`src/hdl/u8ld_pkg.sv`:
```
// shared types, constants and helper functions of the lenient utf-8 decoder
`default_nettype none

package u8ld_pkg;

  // widths of the stream fields
  localparam int unsigned ByteW  = 8;
  localparam int unsigned CpW    = 21;
  localparam int unsigned OutDW  = 24;

  // replacement character for malformed bytes
  localparam logic [CpW-1:0] ReplCp = 21'h00FFFD;

  // result queue geometry
  localparam int unsigned QDepth = 4;
  localparam int unsigned QPtrW  = 2;
  localparam int unsigned QCntW  = 3;
  localparam int unsigned MaxRes = 3;

  // sequence length codes
  localparam logic [2:0] SeqLenBad = 3'd0;
  localparam logic [2:0] SeqLen1   = 3'd1;
  localparam logic [2:0] SeqLen2   = 3'd2;
  localparam logic [2:0] SeqLen3   = 3'd3;
  localparam logic [2:0] SeqLen4   = 3'd4;

  // lead byte class patterns
  localparam logic [ByteW-1:0] Lead2Mask = 8'hE0;
  localparam logic [ByteW-1:0] Lead2Val  = 8'hC0;
  localparam logic [ByteW-1:0] Lead3Mask = 8'hF0;
  localparam logic [ByteW-1:0] Lead3Val  = 8'hE0;
  localparam logic [ByteW-1:0] Lead4Mask = 8'hF8;
  localparam logic [ByteW-1:0] Lead4Val  = 8'hF0;

  // one decoded result
  typedef struct packed {
    logic [CpW-1:0] cp;
    logic           sub;
    logic           last;
  } res_t;

  // sequence length selected by a lead byte
  function automatic logic [2:0] seq_len(input logic [ByteW-1:0] b);
    logic [2:0] len;
    if (!b[7]) begin
      len = SeqLen1;
    end else if ((b & Lead2Mask) == Lead2Val) begin
      len = SeqLen2;
    end else if ((b & Lead3Mask) == Lead3Val) begin
      len = SeqLen3;
    end else if ((b & Lead4Mask) == Lead4Val) begin
      len = SeqLen4;
    end else begin
      len = SeqLenBad;
    end
    return len;
  endfunction

  // merge a lead and its continuation bytes into a code point
  function automatic logic [CpW-1:0] merge_seq(input logic [ByteW-1:0] b0,
                                               input logic [ByteW-1:0] b1,
                                               input logic [ByteW-1:0] b2,
                                               input logic [ByteW-1:0] b3,
                                               input logic [2:0]       len);
    logic [CpW-1:0] cp;
    unique case (len)
      SeqLen2: cp = {10'd0, b0[4:0], b1[5:0]};
      SeqLen3: cp = {5'd0, b0[3:0], b1[5:0], b2[5:0]};
      default: cp = {b0[2:0], b1[5:0], b2[5:0], b3[5:0]};
    endcase
    return cp;
  endfunction

  // a lone byte of a tail: ascii passes, anything else is replaced
  function automatic res_t single_res(input logic [ByteW-1:0] b);
    res_t r;
    r.last = 1'b0;
    if (!b[7]) begin
      r.cp  = {13'd0, b};
      r.sub = 1'b0;
    end else begin
      r.cp  = ReplCp;
      r.sub = 1'b1;
    end
    return r;
  endfunction

endpackage

`default_nettype wire

```
`src/hdl/utf8_lenient_decoder_unit.sv`:
```
// top level of the lenient utf-8 decoder: byte stream in, code points out
`default_nettype none

// Lenient UTF-8 decoder. One byte enters per cycle on the slave stream
// (tlast marks the last byte of a string); decoded code points leave on the
// master stream, with tuser set where U+FFFD replaces a malformed byte and
// tlast set on the last code point of the string. Each byte is decoded in the
// cycle it is accepted and its results (none, one, or up to three at the end
// of a string with an incomplete tail) are written into a four-entry result
// queue that drains one code point per cycle while m_axis_tready is high.
// The sustained rate is one byte per cycle while the output keeps up; tready
// drops only while the queue holds two or more results.
module utf8_lenient_decoder_unit (
  input  wire logic                         clk_i,
  input  wire logic                         rst_ni,
  input  wire logic                         s_axis_tvalid_i,
  output      logic                         s_axis_tready_o,
  input  wire logic [u8ld_pkg::ByteW-1:0]   s_axis_tdata_i,  // [7:0] data_byte
  input  wire logic                         s_axis_tlast_i,  // last_byte
  output      logic                         m_axis_tvalid_o,
  input  wire logic                         m_axis_tready_i,
  output      logic [u8ld_pkg::OutDW-1:0]   m_axis_tdata_o,  // [20:0] code_point, [23:21] zero
  output      logic                         m_axis_tuser_o,  // substituted
  output      logic                         m_axis_tlast_o   // string_end
);
  import u8ld_pkg::*;

  // held sequence state
  logic [ByteW-1:0] held_q [3];
  logic [ByteW-1:0] held_d [3];
  logic [1:0]       hcnt_q, hcnt_d;

  // result queue
  res_t             q_mem_q [QDepth];
  logic [QPtrW-1:0] wr_ptr_q, rd_ptr_q;
  logic [QCntW-1:0] q_cnt_q;

  logic             in_fire, out_fire;
  res_t             res [MaxRes];
  logic [1:0]       n_res;

  logic [2:0]       len_in, lead_len, tail_len;
  logic [ByteW-1:0] seq1, seq2;
  logic [2:0]       need;

  assign in_fire  = s_axis_tvalid_i && s_axis_tready_o;
  assign out_fire = m_axis_tvalid_o && m_axis_tready_i;

  // accept while the queue has room for the largest burst
  assign s_axis_tready_o = (q_cnt_q <= QCntW'(1));

  // byte decode
  always_comb begin
    res[0]   = '{cp: ReplCp, sub: 1'b1, last: 1'b0};
    res[1]   = '{cp: ReplCp, sub: 1'b1, last: 1'b0};
    res[2]   = '{cp: ReplCp, sub: 1'b1, last: 1'b0};
    n_res    = 2'd0;
    held_d   = held_q;
    hcnt_d   = hcnt_q;
    len_in   = seq_len(s_axis_tdata_i);
    lead_len = seq_len(held_q[0]);
    tail_len = seq_len(held_q[1]);
    need     = {1'b0, hcnt_q} + 3'd1;
    seq1     = (hcnt_q == 2'd1) ? s_axis_tdata_i : held_q[1];
    seq2     = (hcnt_q == 2'd2) ? s_axis_tdata_i : held_q[2];

    if (hcnt_q == 2'd0) begin
      if (len_in == SeqLen1) begin
        res[0] = '{cp: {13'd0, s_axis_tdata_i}, sub: 1'b0, last: 1'b0};
        n_res  = 2'd1;
      end else if (len_in == SeqLenBad || s_axis_tlast_i) begin
        n_res = 2'd1;
      end else begin
        held_d[0] = s_axis_tdata_i;
        hcnt_d    = 2'd1;
      end
    end else if (need == lead_len) begin
      // sequence complete
      res[0] = '{cp: merge_seq(held_q[0], seq1, seq2, s_axis_tdata_i, lead_len),
                 sub: 1'b0, last: 1'b0};
      n_res  = 2'd1;
      hcnt_d = 2'd0;
    end else if (!s_axis_tlast_i) begin
      // absorb another continuation byte
      held_d[hcnt_q] = s_axis_tdata_i;
      hcnt_d         = hcnt_q + 2'd1;
    end else begin
      // incomplete tail: lead is replaced, the rest decoded again
      if (hcnt_q == 2'd1) begin
        res[1] = single_res(s_axis_tdata_i);
        n_res  = 2'd2;
      end else if (tail_len == SeqLen2) begin
        res[1] = '{cp: merge_seq(held_q[1], s_axis_tdata_i, s_axis_tdata_i,
                                 s_axis_tdata_i, SeqLen2),
                   sub: 1'b0, last: 1'b0};
        n_res  = 2'd2;
      end else begin
        res[1] = single_res(held_q[1]);
        res[2] = single_res(s_axis_tdata_i);
        n_res  = 2'd3;
      end
    end

    // end of string flag and state clear
    if (s_axis_tlast_i) begin
      hcnt_d = 2'd0;
      if (n_res != 2'd0) begin
        res[n_res - 2'd1].last = 1'b1;
      end
    end
  end

  // held byte storage
  always_ff @(posedge clk_i) begin
    if (in_fire) begin
      held_q <= held_d;
    end
  end

  // held count
  always_ff @(posedge clk_i or negedge rst_ni) begin
    if (!rst_ni) begin
      hcnt_q <= 2'd0;
    end else if (in_fire) begin
      hcnt_q <= hcnt_d;
    end
  end

  // result queue storage
  always_ff @(posedge clk_i) begin
    if (in_fire) begin
      for (int k = 0; k < MaxRes; k++) begin
        if (2'(k) < n_res) begin
          q_mem_q[wr_ptr_q + QPtrW'(k)] <= res[k];
        end
      end
    end
  end

  // result queue pointers and fill
  always_ff @(posedge clk_i or negedge rst_ni) begin
    if (!rst_ni) begin
      wr_ptr_q <= '0;
      rd_ptr_q <= '0;
      q_cnt_q  <= '0;
    end else begin
      if (in_fire) begin
        wr_ptr_q <= wr_ptr_q + QPtrW'(n_res);
      end
      if (out_fire) begin
        rd_ptr_q <= rd_ptr_q + QPtrW'(1);
      end
      q_cnt_q <= q_cnt_q + (in_fire ? QCntW'(n_res) : QCntW'(0))
                         - (out_fire ? QCntW'(1) : QCntW'(0));
    end
  end

  // output side
  assign m_axis_tvalid_o = (q_cnt_q != QCntW'(0));
  assign m_axis_tdata_o  = {3'd0, q_mem_q[rd_ptr_q].cp};
  assign m_axis_tuser_o  = q_mem_q[rd_ptr_q].sub;
  assign m_axis_tlast_o  = q_mem_q[rd_ptr_q].last;

endmodule

`default_nettype wire

```
`config.mk`:
```
export PLATFORM = sky130hd
export DESIGN_NAME = utf8_lenient_decoder_unit
export DESIGN_NICKNAME = d
export VERILOG_FILES = /design/src/hdl/u8ld_pkg.sv /design/src/hdl/utf8_lenient_decoder_unit.sv
export SDC_FILE = /design/constraint.sdc
export NUM_CORES = 1
export LEC_CHECK = 0
export BUFFER_PORTS_ARGS = -buffer_cell sky130_fd_sc_hd__buf_2
export CORE_MARGIN = 2
export CORE_UTILIZATION = 61
export CTS_CLUSTER_DIAMETER = 120
export CTS_CLUSTER_SIZE = 12
export DETAILED_ROUTE_END_ITERATION = 6
export PLACE_DENSITY = 0.89
export SLEW_MARGIN = 30
export SYNTH_ARGS = -nofsm -noshare
export SYNTH_HDL_FRONTEND = slang
export SYNTH_SLANG_ARGS = --single-unit
export TNS_END_PERCENT = 20
```
`constraint.sdc`:
```
create_clock -name clk_i -period 6.2 [get_ports clk_i]
set_clock_uncertainty 0.15 [all_clocks]
set_input_delay 0.93 -clock clk_i [delete_from_list [all_inputs] [get_ports clk_i]]
set_output_delay 0.93 -clock clk_i [all_outputs]
set_load 0.02 [all_outputs]
```
=== After elaboration in Yosys (flattened, before gate mapping) ===
Memories as Yosys holds them, arrays and structs flattened.
Cells that the tools add are included.

* Bits in registers: 33
* RAM bits: 92
* Memories: 1

* $add $sub $neg: 9
* Magnitude comparators: 8
* Eq/ne operators: 22
* Mux-type cells: 63
* Bitwise operators: 5
* Reduce and logical (&&, ||, !) cells: 12

{| class="wikitable"
|+ Memories
! name !! words !! bits a word !! rd ports !! clocked after Yosys merged registers in !! wr ports !! RTL line !! RTL
|-
| q_mem_q || 4 || 23 || 1 || 0 || 3 || utf8_lenient_decoder_unit.sv:34 || <nowiki>res_t q_mem_q [QDepth];</nowiki>
|}

{| class="wikitable"
|+ Operator list
! cell !! count
|-
| two-way mux 46 bit || 3
|-
| two-way mux 69 bit || 2
|-
| two-way mux 23 bit || 4
|-
| bitwise mux 69 bit || 1
|-
| two-way mux 18 bit || 3
|-
| two-way mux 24 bit || 2
|-
| demux 23 bit (select 2 bit) || 1
|-
| one-hot mux 21 bit (2 select lines) || 1
|-
| two-way mux 3 bit || 12
|-
| two-way mux 17 bit || 2
|-
| two-way mux 8 bit || 4
|-
| bitwise mux 24 bit || 1
|-
| two-way mux 2 bit || 9
|-
| demux 8 bit (select 2 bit) || 1
|-
| equality test 5 bit (second input constant) || 3
|-
| two-way mux 1 bit || 15
|-
| equality test 4 bit (second input constant) || 3
|-
| two-way mux 6 bit || 2
|-
| equality test 3 x 2 -> 1 bit (second input constant) || 3
|-
| equality test 3 bit (second input constant) || 3
|-
| adder 2 x 1 -> 2 bit (second input constant) || 3
|-
| greater-or-equal comparator 3 bit (second input constant) || 2
|-
| less-than comparator 3 x 1 -> 1 bit (second input constant) || 2
|-
| != test 2 bit (second input constant) || 3
|-
| other kinds (26) || 34
|}

=== Logic depth before layout (Yosys ltp) ===
Gate-level depths: netlist of the first run.

* Word-level depth: 20
* Mapped depth: 13

=== Worst setup path before layout of the first run ===
No wires, ideal clock.

* Path kind: register to register
* From: register hcnt_q[0]
* To: memory q_mem_q[1][0] (netlist bit), enable pin
* Library setup time: 0.439 ns
* Data arrival time: 3.882 ns
* Required time: 5.611 ns
* Path slack: 1.730 ns
* Cell stages (with the launch flop): 10
* Path buffers: 1
* Cells stage by stage: dfrtp_1 > inv_1 > ha_1 > or2_2 > a21oi_2 > o311ai_2 > o21ai_1 > buf_2 > a21oi_1 > o31ai_1

{| class="wikitable"
|+ RTL lines
! what !! RTL line !! RTL
|-
| start: declaration || utf8_lenient_decoder_unit.sv:31 || <nowiki>logic [1:0] hcnt_q, hcnt_d;</nowiki>
|-
| start signal: assignment || utf8_lenient_decoder_unit.sv:125 || <nowiki>hcnt_q <= hcnt_d;</nowiki>
|-
| end: declaration || utf8_lenient_decoder_unit.sv:34 ||
|}

==> results of run 1 <==
[synth_stat cells, types with 15 or more instances]
library cell,count,area [um2]
edfxtp_1,114,3420
nor2_1,35,131
o21ai_0,34,170
nand2_1,27,101
a221oi_1,25,219
mux4_2,23,518
clkbuf_1,20,75.1
nor3_1,19,95.1
o31ai_1,19,143
o22ai_1,17,106
and3_1,16,100
buf_2,15,75.1
[metal layers]
| layer | up-vias | global-route usage, % | share of wire [%] |
|---|---|---|---|
| met5 | - | 0 | 0 |
| met4 | 0 | 13.8 | 3.9 |
| met3 | 74 | 6.46 | 11 |
| met2 | 417 | 46.9 | 47 |
| met1 | 2465 | 40.6 | 38 |
| li1 | 2221 | - | - |
[per-stage QoR]
stage | instance area (um2) | utilization, % | std cells
after floorplan | 6710 | - | 550
after global placement | 6960 | 64.5 | 689
final | 7530 | 69.8 | 721
after CTS | 7500 | 69.5 | 721
after global routing | 7530 | 69.8 | 721
after detailed placement | 6960 | 64.5 | 689
[worst max-delay path, cell delays in order (launching register included)]
cell	delay, ns
dfrtp_1	0.49
inv_1	0.14
ha_1	0.38
or2_2	0.31
a21oi_2	0.23
o311ai_4	0.24
o21ai_2	0.57
o21ai_0	0.43
a211oi_4	0.72
buf_4	0.34
[kinds of logic after synthesis]
group	count (synthesis)
other	1
buffers and inverters	55
adders and majority gates	9
muxes	36
AOI/OAI and AO/OA	162
DFF	123
xor gates and xnor gates	5
and+or+nand+nor	157
[worst max-delay path by stage]
stage	from	to
CTS	hcnt_q[0]	q_mem_q[0][8]
finish	hcnt_q[0]	q_mem_q[0][8]
global placement	hcnt_q[0]	q_mem_q[0][5]
global route	hcnt_q[0]	q_mem_q[0][8]
floorplan	hcnt_q[0]	q_mem_q[1][0]
detailed placement	hcnt_q[0]	q_mem_q[0][5]
[registers in the layout (all words and copies together), names as in the netlist]
register / cells
q_mem_q: 92
wr_ptr_q: 2
held_q: 22
rd_ptr_q: 2
q_cnt_q: 3
hcnt_q: 2
[cell type report]
type / instances / area, um2
clock inverter: 15 / 124
inverter: 12 / 45.0
multi-input combinational: 372 / 2900
clock buffer: 17 / 414
timing repair buffer: 42 / 223
fill: 695 / 3260
sequential: 123 / 3650
tap: 140 / 175
[power by group]
| part | leakage [nW] | total, mW | internal (mW) | switching (mW) |
|---|---|---|---|---|
| registers | 1.13 | 1.22 | 1.12 | 0.0972 |
| logic | 1.12 | 1.53 | 0.552 | 0.981 |
| clock network | 0.258 | 0.904 | 0.529 | 0.376 |
==> results.cfg, run 1 <==
[yosys]
synthSimpleGateAreaFrac_pct = 12.5
async_reset_ff_share_pct = 7.32
synthAdderAreaFrac_pct = 1.79
yosys_warnings = 0
synth_compound_area_share_pct = 17.2
syn_inst = 548
synth_edf_count = 114
synth_xor_area_share_pct = 0.653
synthMuxAreaShare_pct = 9.67
yosysSeqAreaShare_pct = 54.4
synth-seq-cells = 123
syn-cell-area_um2 = 6700
avgSynthCellArea_um2 = 12.2
synth_top_family_by_area = compound AO/OA/AOI/OAI gates
synth_ff_type = edfxtp_1
synthDistinctLibCells = 64

[power]
power_density_nw_per_um2 = 486
max-vdd-ir-drop_uv = 369
total_power_mw = 3.66
leakagePower_nw = 2.50

[place]
dp_hpwl_um = 11500
dp_slack_ns = 1.57
port_buffers = 37
place_congestion = 1.05

[layout]
layout_commonest_cell = edfxtp_1
nNetsFinal = 590
areaGrowthSynthToFinish_pct = 12.4
insertedDiodeCount = 0
final_cell_mix = 114 x edfxtp_1, 37 x buf_2, 35 x nor2_1
drive_gt1_share_pct = 21.5

[clock_tree]
cts_buffer_depth = 2
ctsHoldBuffers = 0
root_buffer = clkbuf_8
h-tree-depth = 4
numClockSinks = 123
cts_resized = 0
cts_tree = built
path_clk_slew_ns = 0.06
insertion_delay_ns = 0.53
cts_setup_buffers = 0
cts_inserted_buffers = 17

[timing]
setup_slack_ns = 1.87
slew_headroom_pct = 38.2
max_clock_freq_mhz = 231
tns_ns = 0
holdWs_ns = 0.0890
fin_crit_sh_pct = 69.8
slew_violations = 0
tightest_slew_ns = 0.921
hold_viol = 0
setup_viol = 0
finalCriticalPeriod_ns = 4.33
rsz0062_at_grt = false

[global_route]
grt_pass1_vias = 4889
grt_max_degree = 26
grt_antenna_before_repair = 0
grt_pass1_wl_um = 26300
grt_usage_pct = 30.0
grt_overflow = 0

[route]
firstDrtPassIters = 7
drtAntennaViolNets = 0
viasPerCell = 7.18
wl_um = 16800
routed-via-count = 5177
drtIter0Drc = 706
drcViolationCount = 1
wire_per_inst_um = 23.3

[floorplan]
dieArea_um2 = 11800
core.rowCount = 38
die_y_um = 109
start_util_pct = 62.1
io_pins = 41
core_um2 = 10800
die_w_um = 109

[critical_path]
cp_max_fo = 14
timing.rr.end = q_mem_q[0][8]
cp.required_ns = 6.28
reg2reg_depth = 9
startpoint_type = flip-flop
cp_data_arrival_time_ns = 4.40
end_kind = flip-flop
worstSetupPathType = reg2reg
reg2reg_from = hcnt_q[0]
r2r_setup_slack_ns = 1.87

[worst_hold_path]
min_path_type = in2async

[run_status]
status = finished with violations
violations = DRC

[flow_run]
drv_cap = 0
(Power assumes the default switching activity.)
==> inputs of run 2 (changes only) <==
ABC_AREA = 1   (was not set)
CORE_UTILIZATION = 56   (was 61)
PLACE_DENSITY = 0.86   (was 0.89)
clock period = 3.8 ns   (was 6.2 ns; I/O delays follow)
==> run 2 against run 1 <==
Count of clock-buffer cells in the layout stayed put. Critical path type unchanged. The run now ends clean. Register-to-register slack worse by 1.4 ns. Wire length is 20% higher. Via count is 34% higher.
==> results.cfg, run 2 <==
[run_status]
status = complete, no violations

[timing]
slew_headroom_pct = 44.6
hold_viol = 0
max_clock_freq_mhz = 296
rsz0062_at_grt = false
finalCriticalPeriod_ns = 3.38
tightest_slew_ns = 0.828
setup_viol = 0
setup_slack_ns = 0.423
slew_violations = 0
fin_crit_sh_pct = 88.9
tns_ns = 0
holdWs_ns = 0.284

[floorplan]
die_w_um = 120
start_util_pct = 57.2
dieArea_um2 = 14400
core_um2 = 13200
die_y_um = 120
io_pins = 41
core.rowCount = 42

[yosys]
synthDistinctLibCells = 33
yosysMostFrequentCell = nand2_1
avgSynthCellArea_um2 = 7.60
synth_ff_type = edfxtp_1
async_reset_ff_share_pct = 7.32
synth_top_area_share_pct = 45.4
synth_edf_count = 114
yosysSeqAreaShare_pct = 48.3
syn_inst = 993
syn-cell-area_um2 = 7550
yosys_warnings = 0
synth_area_leaders = edfxtp_1 45%, nand2_1 18%, nor2_1 5.8%, o21ai_0 5.7%, nand3_1 4.6%
synth_area_leader_cell = edfxtp_1
synth_common_cells = 360 x nand2_1, 116 x nor2_1, 114 x edfxtp_1
synth-seq-cells = 123

[route]
drtAntennaViolNets = 0
drcViolationCount = 0
drtIter0Drc = 889
viasPerCell = 5.72
wl_um = 20100
routed-via-count = 6912
firstDrtPassIters = 6
wire_per_inst_um = 16.7

[layout]
largest_register_ffs = 92
areaGrowthSynthToFinish_pct = 12.3
stdcell_area_um2 = 8480
final_cell_mix = 360 x nand2_1, 116 x nor2_1, 114 x edfxtp_1
regMostFlops = q_mem_q
reg.largest.list = q_mem_q: 92 flops, held_q: 22 flops, q_cnt_q: 3 flops
multi_input_area_um2 = 3330
layout.cells.non_filler = 1208
drive_gt1_share_pct = 10.9
insertedDiodeCount = 0
fillers = 1123
seq_area_um2 = 3650
nNetsFinal = 1041
layout_commonest_cell = nand2_1

[power]
clock_power_share_pct = 23.0
p_sw_share_pct = 44.9
power_density_nw_per_um2 = 813
p_int_mw = 3.80
leakagePower_nw = 3.96
power_switching_mw = 3.10
seqPwrFrac_pct = 28.0
p_comb_share_pct = 49.1
max-vdd-ir-drop_uv = 353

[flow_run]
drv_cap = 0

[global_route]
grt.busiest_layer = met2
use_met1_pct = 40.6
grt_overflow = 0
grt_use_met2_pct = 44.1
grt_max_degree = 49
use_met3_pct = 6.23
grt_usage_pct = 29.1
grt_antenna_before_repair = 1
grt_pass1_wl_um = 32300
grt_pass1_vias = 6193

[place]
place_congestion = 0.941
dp_cells = 1175
dp_hpwl_um = 14100
dp_slack_ns = 0.480
port_buffers = 37
placed_area_um2 = 7890

[critical_path]
reg2reg_from = held_q[23]
cp_data_arrival_time_ns = 3.37
reg2reg_depth = 12
r2r_setup_slack_ns = 0.42
cp_max_fo = 19
end_kind = flip-flop
timing.rr.end = q_mem_q[3][8]
startpoint_type = flip-flop
worstSetupPathType = reg2reg
cp.required_ns = 3.79

[clock_tree]
insertion_delay_ns = 0.43
h-tree-depth = 4
root_buffer = clkbuf_16
numClockSinks = 123
cts_buffer_depth = 2
path_clk_slew_ns = 0.06
cts_inserted_buffers = 17
cts_resized = 0
cts_setup_buffers = 0
ctsHoldBuffers = 1
cts_tree = built

[worst_hold_path]
min_path_type = in2reg
min_to = held_q[9]
worstHoldStart = s_axis_tdata_i[1]
worstHoldPathCells = 1
run 2: cell count changes after synthesis, moves of 23 or more:
| cell | before | now |
|---|---|---|
| inv_1 | 12 | 83 |
| nor2_1 | 35 | 116 |
| o21ai_0 | 34 | 86 |
| nand2_1 | 27 | 360 |
| mux4_2 | 23 | 0 |
| a221oi_1 | 25 | 0 |
| nand3_1 | 8 | 70 |
run 2: power groups by stage:
| stage | Clock (mW) | Combinational (mW) | Sequential (mW) |
|---|---|---|---|
| after CTS | 1.59 | 3.34 | 1.92 |
| after floorplan | 0 | 2.41 | 1.94 |
| after detailed placement | 0 | 3.31 | 1.95 |
| after global placement | 0 | 3.24 | 1.95 |
| after global routing | 1.65 | 3.77 | 1.94 |
| final | 1.58 | 3.38 | 1.93 |
run 2: cell type report:
cell class	count	area share, %
clock buffer	17	5.02
clock inverter	15	1.77
inverter	92	4.09
multi-input combinational	730	39.2
sequential	123	43.0
tap	176	2.60
timing repair buffer	55	4.25
run 2: worst max-delay path, stage by stage (launching register included):
cell and delay [ns]:
edfxtp_1 0.43, nand2_2 0.15, inv_2 0.06, nand2_2 0.11, nand2_1 0.06, nand2_1 0.05
nand2_1 0.27, nand3_4 0.29, nand3_4 0.26, nor2_8 0.33, nand2_2 0.27, nand3_1 0.41
buf_12 0.22
run 2: cells by family after synthesis:
family	share of synthesized area, %
and+or+nand+nor	32.0
buffers and inverters	7.69
AOI/OAI and AO/OA	9.76
DFF	48.3
adders and majority gates	1.59
xor gates and xnor gates	0.580
other	0.0497
run 2: metal layers:
layer / wire (um) / part of all wire (%)
met5: 0 / 0
met4: 596 / 3.0
met3: 2060 / 10
met2: 9200 / 46
met1: 8290 / 41
run 2: worst max path at each step:
| stage | startpoint | endpoint | slack, ns | depth (start not counted) |
|---|---|---|---|---|
| 6_report | held_q[23] | q_mem_q[3][8] | 0.42 | 12 |
| 3_5_place_dp | held_q[23] | q_mem_q[1][13] | 0.48 | 12 |
| 4_1_cts | held_q[23] | q_mem_q[3][10] | 0.45 | 12 |
| 5_1_grt | held_q[23] | q_mem_q[3][3] | 0.18 | 12 |
| 2_1_floorplan | q_cnt_q[2] | q_mem_q[1][0] | 0.91 | 8 |
| 3_3_place_gp | held_q[23] | q_mem_q[1][5] | 0.58 | 12 |
run 2: through the flow:
step / util, % / total power [mW]
finish: 64.3 / 6.89
global route: 64.3 / 7.36
CTS: 64.3 / 6.85
detailed placement: 59.8 / 5.26
global placement: 59.8 / 5.18
floorplan: - / 4.35
==> inputs of run 3 (changes only) <==
CORE_UTILIZATION = 62   (was 56)
PLACE_DENSITY = 0.9   (was 0.86)
clock period = 3.3 ns   (was 3.8 ns; I/O delays follow)
==> run 3 against run 2 <==
Count of clock-buffer cells in the layout unchanged. Global-route usage up 3.6 points. Hold slack got worse by 0.050 ns. Largest power group unchanged. Largest cell class unchanged. Via count rose by 2.9%.
==> results.cfg, run 3 (synthesized netlist as in run 2, its figures left out) <==
[layout]
seq_area_um2 = 3650
layout_commonest_cell = nand2_1
stdcell_area_um2 = 8570
nNetsFinal = 1057
reg.largest.list = q_mem_q: 92 flops, held_q: 22 flops, q_cnt_q: 3 flops
largest_register_ffs = 92
final_cell_mix = 360 x nand2_1, 116 x nor2_1, 114 x edfxtp_1
regMostFlops = q_mem_q
final_util_pct = 71.6
areaGrowthSynthToFinish_pct = 13.5
drive_gt1_share_pct = 12.0
fillers = 892
multi_input_area_um2 = 3330
insertedDiodeCount = 0

[critical_path]
cp_max_fo = 28
startpoint_type = flip-flop
cp_data_arrival_time_ns = 3.00
end_kind = flip-flop
cp.required_ns = 3.25
worstSetupPathType = reg2reg

[floorplan]
die_w_um = 114
start_util_pct = 63.1
die_y_um = 114
dieArea_um2 = 13100
io_pins = 41
core.rowCount = 40
core_um2 = 12000

[timing]
setup_viol = 0
tightest_slew_ns = 0.815
hold_viol = 0
tns_ns = 0
finalCriticalPeriod_ns = 3.05
slew_violations = 0
max_clock_freq_mhz = 327
rsz0062_at_grt = false
fin_crit_sh_pct = 92.6
slew_headroom_pct = 45.5

[clock_tree]
h-tree-depth = 4
cts_inserted_buffers = 17
insertion_delay_ns = 0.42
cts_buffer_depth = 2
root_buffer = clkbuf_16
cts_tree = built
path_clk_slew_ns = 0.06
numClockSinks = 123

[route]
drcViolationCount = 0
firstDrtPassIters = 6
wire_per_inst_um = 17.2
drtIter0Drc = 846
viasPerCell = 5.95
routed-via-count = 7114
wl_um = 20500
drtAntennaViolNets = 0

[global_route]
grt_antenna_before_repair = 0
grt_pass1_wl_um = 32500
grt_pass1_vias = 6524
grt_max_degree = 49
grt_usage_pct = 32.7
grt_overflow = 0

[run_status]
status = complete, no violations

[power]
power_density_nw_per_um2 = 957
leakagePower_nw = 4.04
max-vdd-ir-drop_uv = 493

[place]
placed_area_um2 = 7940
dp_hpwl_um = 14100
place_congestion = 0.949
port_buffers = 37

[worst_hold_path]
min_path_type = in2reg

[flow_run]
drv_cap = 0
-- run 3: power breakdown --
| part | switching, mW | internal, mW |
|---|---|---|
| logic | 2.85 | 1.18 |
| clock network | 0.699 | 1.26 |
| registers | 0.0772 | 2.14 |
-- run 3: cell type report --
class,instances,area share [%]
sequential,123,42.6
multi-input combinational,730,38.8
timing repair buffer,71,5.17
clock buffer,17,4.96
inverter,92,4.03
clock inverter,15,2.29
tap,147,2.15
-- run 3: path summary, 6_finish.rpt --
| path | startpoint | endpoint | slack [ns] | cells past startpoint |
|---|---|---|---|---|
| min in group asynchronous | rst_ni | rd_ptr_q[1] | 0.32 | 2 |
| setup / recovery | hcnt_q[0] | q_mem_q[1][4] | 0.25 | 10 |
| hold / removal | s_axis_tdata_i[6] | held_q[14] | 0.23 | 1 |
| setup reg to reg | hcnt_q[0] | q_mem_q[1][4] | 0.25 | 10 |
| hold reg to reg | q_cnt_q[0] | q_cnt_q[0] | 0.39 | 1 |
| max in group asynchronous | rst_ni | q_cnt_q[1] | 2.47 | 2 |
-- run 3: critical path, stage by stage (launching register included) --
cell,delay [ns]
dfrtp_1,0.38
inv_1,0.12
ha_1,0.25
buf_4,0.19
nor4_1,0.32
nor2_1,0.09
nand2_2,0.21
buf_4,0.33
nand2_2,0.24
nand3_1,0.17
buf_4,0.27
-- run 3: what timing repair did --
item,in CTS,in global routing
hold endpoints to repair,9,0
resized for setup,0,0
hold buffers,1,0
buffers inserted,0,0
-- run 3: per-stage QoR --
step,worst slack [ns],instances,total power [mW],hold WS (ns)
2_1_floorplan,0.408,995,5.01,0.0494
3_3_place_gp,0.396,1162,6.00,0.220
3_5_place_dp,0.290,1162,6.13,0.223
4_1_cts,0.271,1195,8.13,0.221
5_1_grt,0.0707,1195,8.70,0.223
6_report,0.245,1195,8.20,0.234
-- run 3: routing by layer --
layer | GRT usage (%) | up-vias | part of all wire [%] | wire length (um)
li1 | - | 3336 | - | -
met1 | 43.2 | 3204 | 38 | 7820
met2 | 50.5 | 490 | 46 | 9400
met3 | 8.42 | 84 | 12 | 2360
met4 | 16.5 | 0 | 4.6 | 951
met5 | 0 | - | 0 | 0
